--- config.mk ---
export PLATFORM = sky130hd
export DESIGN_NAME = utf16_marker_version_extractor_flat
export DESIGN_NICKNAME = d
export VERILOG_FILES = /design/src/rtl/core/u16ver_pkg.sv /design/src/rtl/core/u16ver_if.sv /design/src/rtl/core/utf16_marker_version_extractor.sv /design/src/rtl/core/u16ver_scan.sv /design/src/rtl/core/u16ver_emit.sv /design/src/flat_wrapper.sv
export SDC_FILE = /design/constraint.sdc
export NUM_CORES = 1
export LEC_CHECK = 0
export ABC_AREA = 1
export BUFFER_PORTS_ARGS = -buffer_cell sky130_fd_sc_hd__buf_2
export CAP_MARGIN = 20
export CORE_UTILIZATION = 25
export DETAILED_ROUTE_END_ITERATION = 6
export HOLD_SLACK_MARGIN = 0.1
export PLACE_DENSITY = 0.44
export SETUP_SLACK_MARGIN = 0.3
export SYNTH_ARGS = -nofsm -noshare
export SYNTH_HDL_FRONTEND = slang
export SYNTH_SLANG_ARGS = --single-unit
--- constraint.sdc ---
create_clock -name clk -period 4.05 [get_ports clk]
set_clock_uncertainty 0.05 [all_clocks]
set_input_delay 0 -clock clk [delete_from_list [all_inputs] [get_ports clk]]
set_output_delay 0 -clock clk [all_outputs]
set_load 0.05 [all_outputs]
--- src/rtl/core/u16ver_pkg.sv ---
// Shared constants, types and helpers for the UTF-16 version-marker scanner.
// Used by the extractor, scanner and emitter files under rtl/core; depends on nothing.
package u16ver_pkg;

	localparam int MaxLen    = 20;
	localparam int ResultCap = 20;
	localparam int LimCap    = (MaxLen < ResultCap) ? MaxLen : ResultCap;
	localparam int CntW      = $clog2(MaxLen + 1);
	localparam int IdxW      = (MaxLen > 1) ? $clog2(MaxLen) : 1;
	localparam int CfgW      = 5;
	localparam int WinDepth  = 27;
	localparam int MarkChars = 14;

	localparam logic [MarkChars*8-1:0] MarkerStr = "ProductVersion";

	localparam logic [1:0] ModeSearch  = 2'd0;
	localparam logic [1:0] ModeCollect = 2'd1;
	localparam logic [1:0] ModeDone    = 2'd2;

	localparam logic [1:0] StOk       = 2'd0;
	localparam logic [1:0] StNotFound = 2'd1;
	localparam logic [1:0] StTooLong  = 2'd2;

	localparam logic [7:0] ChDot  = 8'h2e;
	localparam logic [7:0] ChZero = 8'h30;
	localparam logic [7:0] ChNine = 8'h39;

	// Report request from the scanner to the emitter
	typedef struct packed {
		logic            valid;
		logic            single;
		logic            burst;
		logic [1:0]      status;
		logic [CntW-1:0] len;
	} u16ver_rpt_t;

	// Expected byte at window position p: marker character at even
	// positions, zero high byte at odd positions.
	function automatic logic [7:0] expected_at(input int p);
		logic [7:0] ch;
		ch = MarkerStr[(MarkChars - 1 - (p >> 1)) * 8 +: 8];
		return p[0] ? 8'h00 : ch;
	endfunction

	function automatic logic is_version_char(input logic [7:0] b);
		return (b == ChDot) || ((b >= ChZero) && (b <= ChNine));
	endfunction

endpackage

--- src/rtl/core/u16ver_if.sv ---
// Handshake channel interfaces for the version-marker scanner.
// Depends on nothing; u16ver_pkg is not needed here.
interface u16ver_in_if;
	logic       valid;
	logic       ready;
	logic [7:0] data_byte;
	logic       end_of_file;
	modport source(output valid, data_byte, end_of_file, input ready);
	modport sink(input valid, data_byte, end_of_file, output ready);
endinterface

interface u16ver_out_if;
	logic       valid;
	logic       ready;
	logic [1:0] status;
	logic [7:0] version_char;
	logic       char_valid;
	logic       last_of_run;
	modport source(output valid, status, version_char, char_valid, last_of_run, input ready);
	modport sink(input valid, status, version_char, char_valid, last_of_run, output ready);
endinterface

interface u16ver_cfg_if;
	logic       valid;
	logic       ready;
	logic [4:0] max_version_length;
	modport source(output valid, max_version_length, input ready);
	modport sink(input valid, max_version_length, output ready);
endinterface

--- src/rtl/core/utf16_marker_version_extractor.sv ---
// Flow: a byte is registered, then scanned; a one-result report is loaded into the result
// register; a burst request sets the burst sequencer, which gives one char a cycle
// while the output is ready. Throughput: one byte per cycle while the output is free;
// input stalls while a burst drains, set by the single read port of the version store.
// Reset: arst_n clears the window, mode, count and output valid; limit returns to 20.
// Version store contents are not reset.
module utf16_marker_version_extractor (
	input  logic          clk,
	input  logic          arst_n,
	u16ver_in_if.sink     bytes,
	u16ver_cfg_if.sink    cfg,
	u16ver_out_if.source  report
);

	logic [u16ver_pkg::CfgW-1:0] max_len_q;
	logic [u16ver_pkg::CntW-1:0] lim;
	logic                        take;
	logic [u16ver_pkg::IdxW-1:0] rd_idx;
	logic [7:0]                  rd_char;
	u16ver_pkg::u16ver_rpt_t     rpt;

	assign cfg.ready = 1'b1;

	always_ff @(posedge clk or negedge arst_n) begin
		if (!arst_n) begin
			max_len_q <= u16ver_pkg::CfgW'(20);
		end else if (cfg.valid) begin
			max_len_q <= cfg.max_version_length;
		end
	end

	// clamp the limit to the store depth
	assign lim = ({1'b0, max_len_q} > (u16ver_pkg::CfgW+1)'(u16ver_pkg::LimCap))
		? u16ver_pkg::CntW'(u16ver_pkg::LimCap) : u16ver_pkg::CntW'(max_len_q);

	u16ver_scan u_scan (
		.clk     (clk),
		.arst_n  (arst_n),
		.bytes   (bytes),
		.lim     (lim),
		.take    (take),
		.rd_idx  (rd_idx),
		.rd_char (rd_char),
		.rpt     (rpt)
	);

	u16ver_emit u_emit (
		.clk     (clk),
		.arst_n  (arst_n),
		.rpt     (rpt),
		.take    (take),
		.rd_idx  (rd_idx),
		.rd_char (rd_char),
		.report  (report)
	);

	a_burst_blocks: assert property (@(posedge clk) disable iff (!arst_n)
		rpt.valid && rpt.burst |=> !take)
		else $error("scanner not held after burst request");

	a_single_shown: assert property (@(posedge clk) disable iff (!arst_n)
		rpt.valid && rpt.single |=> report.valid && report.last_of_run && !report.char_valid)
		else $error("single report not loaded");

	a_char_ok: assert property (@(posedge clk) disable iff (!arst_n)
		report.valid && report.char_valid |->
		report.status == u16ver_pkg::StOk && u16ver_pkg::is_version_char(report.version_char))
		else $error("bad version character");

	a_status_code: assert property (@(posedge clk) disable iff (!arst_n)
		report.valid |-> report.status == u16ver_pkg::StOk ||
		report.status == u16ver_pkg::StNotFound || report.status == u16ver_pkg::StTooLong)
		else $error("undefined status code");

endmodule

--- src/rtl/core/u16ver_scan.sv ---
// Input register, sliding marker window, collect state and version store.
// Depends on u16ver_pkg and u16ver_in_if.
module u16ver_scan (
	input  logic                            clk,
	input  logic                            arst_n,
	u16ver_in_if.sink                       bytes,
	input  logic [u16ver_pkg::CntW-1:0]     lim,
	input  logic                            take,
	input  logic [u16ver_pkg::IdxW-1:0]     rd_idx,
	output logic [7:0]                      rd_char,
	output u16ver_pkg::u16ver_rpt_t         rpt
);

	logic                        valid_s1;
	logic [7:0]                  byte_s1;
	logic                        eof_s1;
	logic                        consume;

	logic [7:0]                  window_q [u16ver_pkg::WinDepth];
	logic [1:0]                  mode_q;
	logic [u16ver_pkg::CntW-1:0] count_q;
	logic [7:0]                  store_q [u16ver_pkg::MaxLen];

	logic                        hit;
	logic                        shift;
	logic                        wr_en;
	logic [1:0]                  mode_n;
	logic [u16ver_pkg::CntW-1:0] count_n;
	u16ver_pkg::u16ver_rpt_t     rpt_c;

	function automatic u16ver_pkg::u16ver_rpt_t version_rpt(
		input logic [u16ver_pkg::CntW-1:0] cnt,
		input logic [u16ver_pkg::CntW-1:0] lm
	);
		u16ver_pkg::u16ver_rpt_t r;
		logic [u16ver_pkg::CntW-1:0] n;
		n        = (cnt > lm) ? lm : cnt;
		r        = '0;
		r.status = u16ver_pkg::StOk;
		r.len    = n;
		if (n == '0) r.single = 1'b1;
		else         r.burst  = 1'b1;
		return r;
	endfunction

	assign consume     = valid_s1 & take;
	assign bytes.ready = !valid_s1 || take;
	assign rd_char     = store_q[rd_idx];

	always_ff @(posedge clk or negedge arst_n) begin
		if (!arst_n) begin
			valid_s1 <= 1'b0;
		end else if (bytes.ready) begin
			valid_s1 <= bytes.valid;
		end
	end

	always_ff @(posedge clk) begin
		if (bytes.ready && bytes.valid) begin
			byte_s1 <= bytes.data_byte;
			eof_s1  <= bytes.end_of_file;
		end
	end

	always_comb begin
		hit = (byte_s1 == u16ver_pkg::expected_at(u16ver_pkg::WinDepth));
		for (int p = 0; p < u16ver_pkg::WinDepth; p++) begin
			if (window_q[p] != u16ver_pkg::expected_at(p)) hit = 1'b0;
		end
	end

	always_comb begin
		rpt_c   = '0;
		shift   = 1'b0;
		wr_en   = 1'b0;
		mode_n  = mode_q;
		count_n = count_q;
		unique case (mode_q)
			u16ver_pkg::ModeSearch: begin
				shift = 1'b1;
				if (hit && !eof_s1) begin
					mode_n  = u16ver_pkg::ModeCollect;
					count_n = '0;
				end else if (eof_s1) begin
					rpt_c.single = 1'b1;
					rpt_c.status = u16ver_pkg::StNotFound;
				end
			end
			u16ver_pkg::ModeCollect: begin
				if (byte_s1 == 8'h00) begin
					// skip the zero high byte
				end else if (u16ver_pkg::is_version_char(byte_s1)) begin
					if (count_q >= lim) begin
						rpt_c.single = 1'b1;
						rpt_c.status = u16ver_pkg::StTooLong;
						mode_n       = u16ver_pkg::ModeDone;
					end else begin
						wr_en   = 1'b1;
						count_n = count_q + u16ver_pkg::CntW'(1);
					end
				end else begin
					rpt_c  = version_rpt(count_q, lim);
					mode_n = u16ver_pkg::ModeDone;
				end
				if (eof_s1 && mode_n == u16ver_pkg::ModeCollect) begin
					rpt_c = version_rpt(count_n, lim);
				end
			end
			default: begin
				// done: ignore the rest of the file
			end
		endcase
		if (eof_s1) begin
			mode_n  = u16ver_pkg::ModeSearch;
			count_n = '0;
		end
		rpt_c.valid = consume;
	end

	assign rpt = rpt_c;

	always_ff @(posedge clk or negedge arst_n) begin
		if (!arst_n) begin
			mode_q  <= u16ver_pkg::ModeSearch;
			count_q <= '0;
			for (int p = 0; p < u16ver_pkg::WinDepth; p++) window_q[p] <= 8'h00;
		end else if (consume) begin
			mode_q  <= mode_n;
			count_q <= count_n;
			if (eof_s1) begin
				for (int p = 0; p < u16ver_pkg::WinDepth; p++) window_q[p] <= 8'h00;
			end else if (shift) begin
				for (int p = 0; p < u16ver_pkg::WinDepth - 1; p++) window_q[p] <= window_q[p+1];
				window_q[u16ver_pkg::WinDepth-1] <= byte_s1;
			end
		end
	end

	always_ff @(posedge clk) begin
		if (consume && wr_en) begin
			store_q[count_q[u16ver_pkg::IdxW-1:0]] <= byte_s1;
		end
	end

endmodule

--- src/rtl/core/u16ver_emit.sv ---
// Result register and burst sequencer that reads the version store out.
// Depends on u16ver_pkg and u16ver_out_if.
module u16ver_emit (
	input  logic                            clk,
	input  logic                            arst_n,
	input  u16ver_pkg::u16ver_rpt_t         rpt,
	output logic                            take,
	output logic [u16ver_pkg::IdxW-1:0]     rd_idx,
	input  logic [7:0]                      rd_char,
	u16ver_out_if.source                    report
);

	logic                        out_valid_q;
	logic                        burst_q;
	logic [u16ver_pkg::IdxW-1:0] idx_q;
	logic [u16ver_pkg::CntW-1:0] len_q;
	logic [1:0]                  status_q;
	logic [7:0]                  char_q;
	logic                        char_valid_q;
	logic                        last_q;
	logic                        out_free;
	logic                        burst_last;

	assign out_free   = !out_valid_q || report.ready;
	assign take       = !burst_q && out_free;
	assign rd_idx     = idx_q;
	assign burst_last = (u16ver_pkg::CntW'(idx_q) + u16ver_pkg::CntW'(1)) == len_q;

	always_ff @(posedge clk or negedge arst_n) begin
		if (!arst_n) begin
			out_valid_q <= 1'b0;
			burst_q     <= 1'b0;
			idx_q       <= '0;
		end else if (burst_q && out_free) begin
			out_valid_q <= 1'b1;
			idx_q       <= idx_q + u16ver_pkg::IdxW'(1);
			if (burst_last) burst_q <= 1'b0;
		end else if (rpt.valid && rpt.single) begin
			out_valid_q <= 1'b1;
		end else begin
			if (rpt.valid && rpt.burst) begin
				burst_q <= 1'b1;
				idx_q   <= '0;
			end
			if (report.ready) out_valid_q <= 1'b0;
		end
	end

	always_ff @(posedge clk) begin
		if (burst_q && out_free) begin
			status_q     <= u16ver_pkg::StOk;
			char_q       <= rd_char;
			char_valid_q <= 1'b1;
			last_q       <= burst_last;
		end else if (rpt.valid && rpt.single) begin
			status_q     <= rpt.status;
			char_q       <= 8'h00;
			char_valid_q <= 1'b0;
			last_q       <= 1'b1;
		end
		if (rpt.valid && rpt.burst) len_q <= rpt.len;
	end

	assign report.valid        = out_valid_q;
	assign report.status       = status_q;
	assign report.version_char = char_q;
	assign report.char_valid   = char_valid_q;
	assign report.last_of_run  = last_q;

endmodule
--- src/flat_wrapper.sv ---
// flat-port wrapper written by rule: the top's interface ports become plain ports
module utf16_marker_version_extractor_flat 
  (clk, arst_n, bytes_valid, bytes_data_byte, bytes_end_of_file, bytes_ready, cfg_valid, cfg_max_version_length, cfg_ready, report_valid, report_status, report_version_char, report_char_valid, report_last_of_run, report_ready);
  u16ver_in_if bytes_i ();
  u16ver_cfg_if cfg_i ();
  u16ver_out_if report_i ();
  input  logic clk;
  input  logic arst_n;
  input wire logic [$bits(bytes_i.valid)-1:0] bytes_valid;
  input wire logic [$bits(bytes_i.data_byte)-1:0] bytes_data_byte;
  input wire logic [$bits(bytes_i.end_of_file)-1:0] bytes_end_of_file;
  output wire logic [$bits(bytes_i.ready)-1:0] bytes_ready;
  input wire logic [$bits(cfg_i.valid)-1:0] cfg_valid;
  input wire logic [$bits(cfg_i.max_version_length)-1:0] cfg_max_version_length;
  output wire logic [$bits(cfg_i.ready)-1:0] cfg_ready;
  output wire logic [$bits(report_i.valid)-1:0] report_valid;
  output wire logic [$bits(report_i.status)-1:0] report_status;
  output wire logic [$bits(report_i.version_char)-1:0] report_version_char;
  output wire logic [$bits(report_i.char_valid)-1:0] report_char_valid;
  output wire logic [$bits(report_i.last_of_run)-1:0] report_last_of_run;
  input wire logic [$bits(report_i.ready)-1:0] report_ready;
  assign bytes_i.valid = bytes_valid;
  assign bytes_i.data_byte = bytes_data_byte;
  assign bytes_i.end_of_file = bytes_end_of_file;
  assign bytes_ready = bytes_i.ready;
  assign cfg_i.valid = cfg_valid;
  assign cfg_i.max_version_length = cfg_max_version_length;
  assign cfg_ready = cfg_i.ready;
  assign report_valid = report_i.valid;
  assign report_status = report_i.status;
  assign report_version_char = report_i.version_char;
  assign report_char_valid = report_i.char_valid;
  assign report_last_of_run = report_i.last_of_run;
  assign report_i.ready = report_ready;
  utf16_marker_version_extractor u_core (.clk(clk), .arst_n(arst_n), .bytes(bytes_i), .cfg(cfg_i), .report(report_i));
endmodule
==> impl_metrics.csv, run 1 <==
group,metric,value,unit
synthesis,synth-main-ff-cell,"dfrtp_1",
die,core_area,68600,µm²
final_layout,layout-drive-gt1-share,17.1,%
final_layout,fin_nets,1724,
sta,period_share,95.2,%
routing,first_pass_iters,7,
power,power.density,599,nW/µm²
critical_path,critical-path-top-delay-family,"simple AND/OR/NAND/NOR gates",
synthesis,synth_seq_area_share,66.1,%
synthesis,ys_ff_latch,422,
placement,place_ws,-0.114,ns
global_routing,grt-busiest-layer,"met2",
sta,max_slew_margin,37.2,%
clock_tree,clk_latency,0.59,ns
critical_path,worstSetupPathType,"flip-flop to flip-flop",
critical_path,critPathLaunchType,"flip-flop",
die,die_h,265,µm
sta,hold-worst-slack,0.102,ns
sta,worstMarginPinSlew,0.941,ns
critical_path,crit_path_max_incr_delay,0.63,ns
sta,fmax,0.259,GHz
min_path,hold_path_class,"input port to async pin",
critical_path,worst_ep_arrival_time,4.11,ns
routing,viasPerCell,4.54,
global_routing,grt_pass1_vias,12312,
synthesis,synth_cells,1579,
sta,drv_slew,0,
die,dieArea,70500,µm²
final_layout,antenna_cells,0,
placement,place_hpwl,27500,µm
clock_tree,tritoncts,"yes",
die,die_width,265,µm
global_routing,grt_max_degree,124,
critical_path,path_buf_inv,4,
synthesis,synth_top_area_share,33.7,%
sta,period_needed,3.85,ns
synthesis,yosys_warnings,0,
flow_run,maxCapViolations,0,
sta,hold_viol_final,0,
power,p_total,12.7,mW
die,io_pins,34,
global_routing,antenna_found_initial,1,
global_routing,met1_usage,17.6,%
critical_path,cp_num_cells,27,
synthesis,synthTopCellsByArea,"dfrtp_1 34%, edfxtp_1 32%, o22ai_1 8.4%",
global_routing,grt_pass1_wl,71000,µm
synthesis,synthesis.area,17400,µm²
synthesis,netlist-cell-type-count,48,
critical_path,worst_path_max_delay_cell,"dfstp_2",
synthesis,avgSynthCellArea,11.0,µm²
clock_tree,h-tree-depth,2,
routing,route.detailed.drc,0,
synthesis,synth_edf_count,183,
power,p_leak,8.35,nW
synthesis,synth_area_leader_cell,"dfrtp_1",
sta,setup_viol,0,
power,ir_worst_vdd,0.434,mV
routing,drt_wl_total,44700,µm
sta,rsz0062_at_grt,"yes",
final_layout,mostFrequentLayoutCells,"261 x inv_1, 233 x dfrtp_1, 231 x o22ai_1",
global_routing,gr-usage-all-layers,12.7,%
routing,drtIter0Drc,902,
die,num_rows,96,
synthesis,ys_async_sr_fraction,55.9,%
final_layout,fill_cells,7001,
routing,vias,12073,
routing,avgRoutedWirePerCell,16.8,µm
die,initial_utilization,25.3,%
outcome,status,"finished clean",
global_routing,met3_usage,1.98,%
placement,gp_congestion,0.840,
clock_tree,cts_sinks,422,
clock_tree,clockBufferDepth,3,
routing,drtAntennaViolNets,0,
sta,timing.final.ws_setup,0.196,ns
placement,io_buffers,32,
global_routing,overflow,0,
clock_tree,clockRootBuffer,"clkbuf_16",
clock_tree,clk_pin_slew,0.06,ns
critical_path,worstRegToRegCells,27,
global_routing,grt_use_met2,20.6,%
critical_path,worstPathRequired,4.30,ns
critical_path,critPathMostFrequentCell,"nand2_2",
critical_path,cp_max_fo,5,
final_layout,final_common_cell,"inv_1",
clock_tree,cts_buffers,47,
critical_path,cp-end-kind,"flip-flop",
final_layout,area_growth_syn_to_layout,22.5,%
synthesis,syn-num-nets,1613,
==> synthesized netlist by cell type (2+ instances only) <==
cell and instances:
nor2_1 94, inv_1 270, o211ai_1 8, o22ai_1 232, nand2_4 2, nor4_1 34
a221oi_1 8, xor2_1 6, buf_2 19, edfxtp_1 183, ha_1 15, a21oi_1 20
nand3_1 60, clkbuf_1 55, o22ai_2 4, nand4_1 47, or2_2 3, nand3_2 2
o21ai_2 2, nor2_8 2, nor2_2 6, nor3_1 5, dfxtp_1 3, nand3_4 2
o221ai_1 8, inv_2 6, nand2_1 150, clkinv_1 3, nand2_2 11, dfstp_2 2
o21ai_0 60, mux2_2 3, o21ai_1 6, dfrtp_1 234
==> registers in the layout (all words and copies together) (netlist names), 2 cells and up <==
signal / count
u_core.u_emit.rd_idx: 5
u_core.u_emit.len_q: 5
u_core.u_scan.window_q: 216
u_core.max_len_q: 5
u_core.u_emit.report.status: 2
u_core.u_scan.mode_q: 2
u_core.u_scan.count_q: 5
u_core.u_scan.byte_s1: 8
u_core.u_emit.report.version_char: 8
u_core.u_scan.store_q: 160
==> stage by stage <==
step	util, %	cell area, µm²	setup TNS (ns)	instances
after global routing	31.0	21300	0	2659
after global placement	27.5	18900	0	2520
after floorplan	-	17400	0	1579
after CTS	30.7	21100	0	2655
final	31.0	21300	0	2659
after detailed placement	27.5	18900	-1.02	2520
==> worst paths after layout <==
path                                                      start                                   end  slack [ns]
worst max-delay path                        u_core.max_len_q[4]  u_core.u_emit.report.version_char[4]        0.20
worst min-delay path                                     arst_n            u_core.u_scan.window_q[89]        0.10
worst max register to register              u_core.max_len_q[4]  u_core.u_emit.report.version_char[4]        0.20
worst min register to register  u_core.u_emit.report.char_valid       u_core.u_emit.report.char_valid        0.42
max in group asynchronous                                arst_n           u_core.u_scan.window_q[100]        2.74
min in group clk                             bytes_data_byte[7]              u_core.u_scan.byte_s1[7]        0.14
==> metal layers <==
| metal | vias up | share of wire, % |
|---|---|---|
| met5 | - | 0 |
| met4 | 0 | 2.1 |
| met3 | 76 | 3.4 |
| met2 | 211 | 47 |
| met1 | 6013 | 47 |
| li1 | 5773 | - |
==> power breakdown <==
| part | switching (mW) | internal, mW | total [mW] |
|---|---|---|---|
| sequential | 0.142 | 4.74 | 4.89 |
| combinational | 2.52 | 1.04 | 3.56 |
| clock | 1.76 | 2.53 | 4.29 |
| total | 4.42 | 8.31 | 12.7 |
==> logic make-up (layout without fill, tap and decap cells) <==
family / Yosys count / after routing / synth area share (%)
DFF: 422 / 422 / 66.1
muxes: 4 / 4 / 0.252
adders and majority gates: 15 / 15 / 1.08
and+or+nand+nor: 423 / 423 / 11.8
other: 1 / 1 / 0.0216
AOI/OAI and AO/OA: 353 / 353 / 12.6
buffers and inverters: 355 / 504 / 7.87
xor gates and xnor gates: 6 / 6 / 0.303
==> final cells by class <==
class                   instances  area, µm²  area share, %
multi-input cells             802       4860           22.9
clock buffers                  72       1400           6.59
inverters                     280       1060           4.98
flip-flops and latches        422      11500           53.9
repair buffers                137       1130           5.34
well taps                     931       1160           5.48
clock inverters                15        164          0.771
==> repair_timing <==
action | in CTS | in global routing
cloned | 1 | 0
hold buffers | 25 | 0
endpoints found under the setup margin | 24 | 25
endpoints found under the hold margin | 154 | 0
gates resized for setup | 52 | 27
pin swaps | 33 | 21
setup buffers | 22 | 4
No activity file was read; power rests on OpenSTA's default activity.
==> run 2: changes to the inputs <==
Settings changed: BUFFER_PORTS_ARGS -buffer_cell sky130_fd_sc_hd__buf_2 to -buffer_cell sky130_fd_sc_hd__buf_4.
Clock period 4.05 ns to 4.4 ns, I/O delays scaled along.
==> run 2 against run 1 <==
Effect of this change:
- non-clock buffer count is 48 lower
- register-to-register slack improved by 0.30 ns
- die area unchanged
- cell count down 2.1%
- global-route usage shrank 0.31 points
- sequential power fell by 7.4%
- clock power shrank 12%
- setup slack improved by 0.30 ns
- fmax is 1.2% lower
- via count down 2.1%
- flip-flop and latch count did not move
- power shrank 10%
- critical endpoint is now u_core.u_emit.report.version_char[6]
==> impl_metrics.csv, run 2 (synthesis results as in run 1) <==
group,metric,value,unit
outcome,status,"finished clean",
final_layout,mostFrequentLayoutCells,"266 x inv_1, 233 x dfrtp_1, 232 x o22ai_1",
global_routing,antenna_found_initial,2,
routing,drtIter0Drc,867,
routing,drtAntennaViolNets,0,
clock_tree,cts_buffers,46,
clock_tree,clockRootBuffer,"clkbuf_16",
die,die_width,265,µm
sta,max_slew_margin,32.2,%
sta,drv_slew,0,
final_layout,largest_reg_flops,216,
critical_path,path_buf_inv,3,
routing,avgRoutedWirePerCell,16.9,µm
flow_run,maxCapViolations,0,
die,core_area,68600,µm²
clock_tree,clk_pin_slew,0.06,ns
sta,fmax,0.256,GHz
sta,setup_viol,0,
routing,first_pass_iters,5,
power,power_switching,3.98,mW
placement,place_hpwl,27100,µm
sta,rsz0062_at_grt,"no",
power,p_leak,8.06,nW
final_layout,final_common_cell,"inv_1",
clock_tree,clk_latency,0.56,ns
sta,period_needed,3.90,ns
power,power.density,552,nW/µm²
power,intPower,7.44,mW
final_layout,fill_cells,7070,
global_routing,grt_pass1_vias,12212,
sta,period_share,88.6,%
sta,hold_viol_final,0,
sta,worstMarginPinSlew,1.02,ns
power,seqPwrFrac,39.6,%
global_routing,overflow,0,
placement,gp_congestion,0.833,
routing,drt_wl_total,43900,µm
critical_path,cp-end-kind,"flip-flop",
global_routing,grt_max_degree,217,
critical_path,crit_path_max_incr_delay,0.64,ns
final_layout,design_area,20700,µm²
critical_path,worstPathRequired,4.64,ns
critical_path,worst_ep_arrival_time,4.14,ns
critical_path,critPathMostFrequentCell,"nand2_2",
final_layout,area_growth_syn_to_layout,19.2,%
power,netSwitchingFraction,34.9,%
power,ir_worst_vdd,0.536,mV
final_layout,antenna_cells,0,
routing,route.detailed.drc,0,
final_layout,largest_register,"u_core.u_scan.window_q",
placement,post_dp_cell_area,18700,µm²
power,combPwrFrac,27.3,%
global_routing,gr-usage-all-layers,12.4,%
die,initial_utilization,25.3,%
final_layout,multiInputGateArea,4730,µm²
clock_tree,h-tree-depth,2,
clock_tree,clockBufferDepth,3,
final_layout,area.sequential,11500,µm²
critical_path,cp_max_fo,6,
clock_tree,tritoncts,"yes",
placement,io_buffers,32,
global_routing,grt_pass1_wl,69500,µm
routing,vias,11818,
critical_path,worst_path_max_delay_cell,"dfstp_2",
critical_path,critPathLaunchType,"flip-flop",
sta,setup_tns,0,ns
routing,viasPerCell,4.54,
power,pwr-share-clk,33.1,%
die,io_pins,34,
die,num_rows,96,
final_layout,layout-drive-gt1-share,13.4,%
clock_tree,cts_sinks,422,
die,die_h,265,µm
critical_path,critical-path-top-delay-family,"simple AND/OR/NAND/NOR gates",
min_path,hold_path_class,"input port to async pin",
critical_path,worstSetupPathType,"flip-flop to flip-flop",
final_layout,fin_nets,1675,
die,dieArea,70500,µm²
[run 2: metal layers]
layer / track usage [%] / share of wire [%] / up-vias
met4: 3.81 / 2.2 / 0
li1: - / - / 5681
met1: 17.1 / 48 / 5876
met2: 19.8 / 46 / 200
met3: 2.18 / 3.8 / 61
met5: 0 / 0 / -
[run 2: power groups by stage]
| stage | sequential, mW | combinational (mW) | clock, mW |
|---|---|---|---|
| floorplan | 4.74 | 1.86 | 0 |
| global placement | 4.60 | 2.97 | 0 |
| detailed placement | 4.60 | 2.99 | 0 |
| CTS | 4.53 | 3.02 | 3.89 |
| global route | 4.55 | 3.40 | 4.05 |
| finish | 4.53 | 3.12 | 3.78 |
[run 2: through the flow]
stage	power (mW)	hold WS [ns]	cells	setup slack, ns	util [%]
2_1_floorplan	6.59	-0.346	1579	0.661	-
3_3_place_gp	7.57	0.113	2491	0.200	27.3
3_5_place_dp	7.59	0.116	2491	0.0971	27.3
4_1_cts	11.4	0.119	2591	0.303	29.8
5_1_grt	12.0	0.130	2604	0.223	30.2
6_report	11.4	0.0933	2604	0.500	30.2
[run 2: worst reg2reg max path, cell delays in order (launching register included)]
cell,delay (ns)
dfstp_2,0.64
nor2_4,0.07
inv_2,0.09
ha_4,0.20
nand2_2,0.11
inv_2,0.06
a21oi_4,0.17
nand3_4,0.15
nand2_2,0.11
o21ai_2,0.07
a21boi_2,0.19
ha_1,0.28
a21oi_2,0.13
nor2_1,0.05
a21oi_1,0.12
nand2_1,0.10
nand2_2,0.15
nand3_2,0.09
nand2_2,0.08
nand3_2,0.06
nor2_2,0.12
nand2_2,0.07
nand2_2,0.09
nand2_4,0.07
nand3_4,0.15
clkbuf_16,0.17
[run 2: worst paths after layout]
kind                       depth (start not counted)                                    to  slack [ns]                            from
setup / recovery                                  25  u_core.u_emit.report.version_char[6]        0.50             u_core.max_len_q[4]
hold / removal                                     2            u_core.u_scan.window_q[80]        0.09                          arst_n
setup reg to reg                                  25  u_core.u_emit.report.version_char[6]        0.50             u_core.max_len_q[4]
hold reg to reg                                    2        u_core.u_emit.report.status[1]        0.45  u_core.u_emit.report.status[1]
max in group asynchronous                          3           u_core.u_scan.window_q[151]        3.12                          arst_n
min in group clk                                   2                  u_core.u_scan.eof_s1        0.14               bytes_end_of_file
[run 2: timing repair]
action,CTS,global route
hold endpoints to repair,149,0
pin swaps,0,17
gates resized for setup,6,35
hold buffers,20,0
gates cloned,0,1
buffers inserted,0,12
endpoints found under the setup margin,9,24
[run 2: layout make-up]
type                            instances  share of cell area, %
Clock buffer                           63                   6.31
Clock inverter                         17                  0.792
Inverter                              280                   5.12
Tap cell                              931                   5.63
Multi-Input combinational cell        802                   22.8
Timing Repair Buffer                   89                   3.89
Sequential cell                       422                   55.4
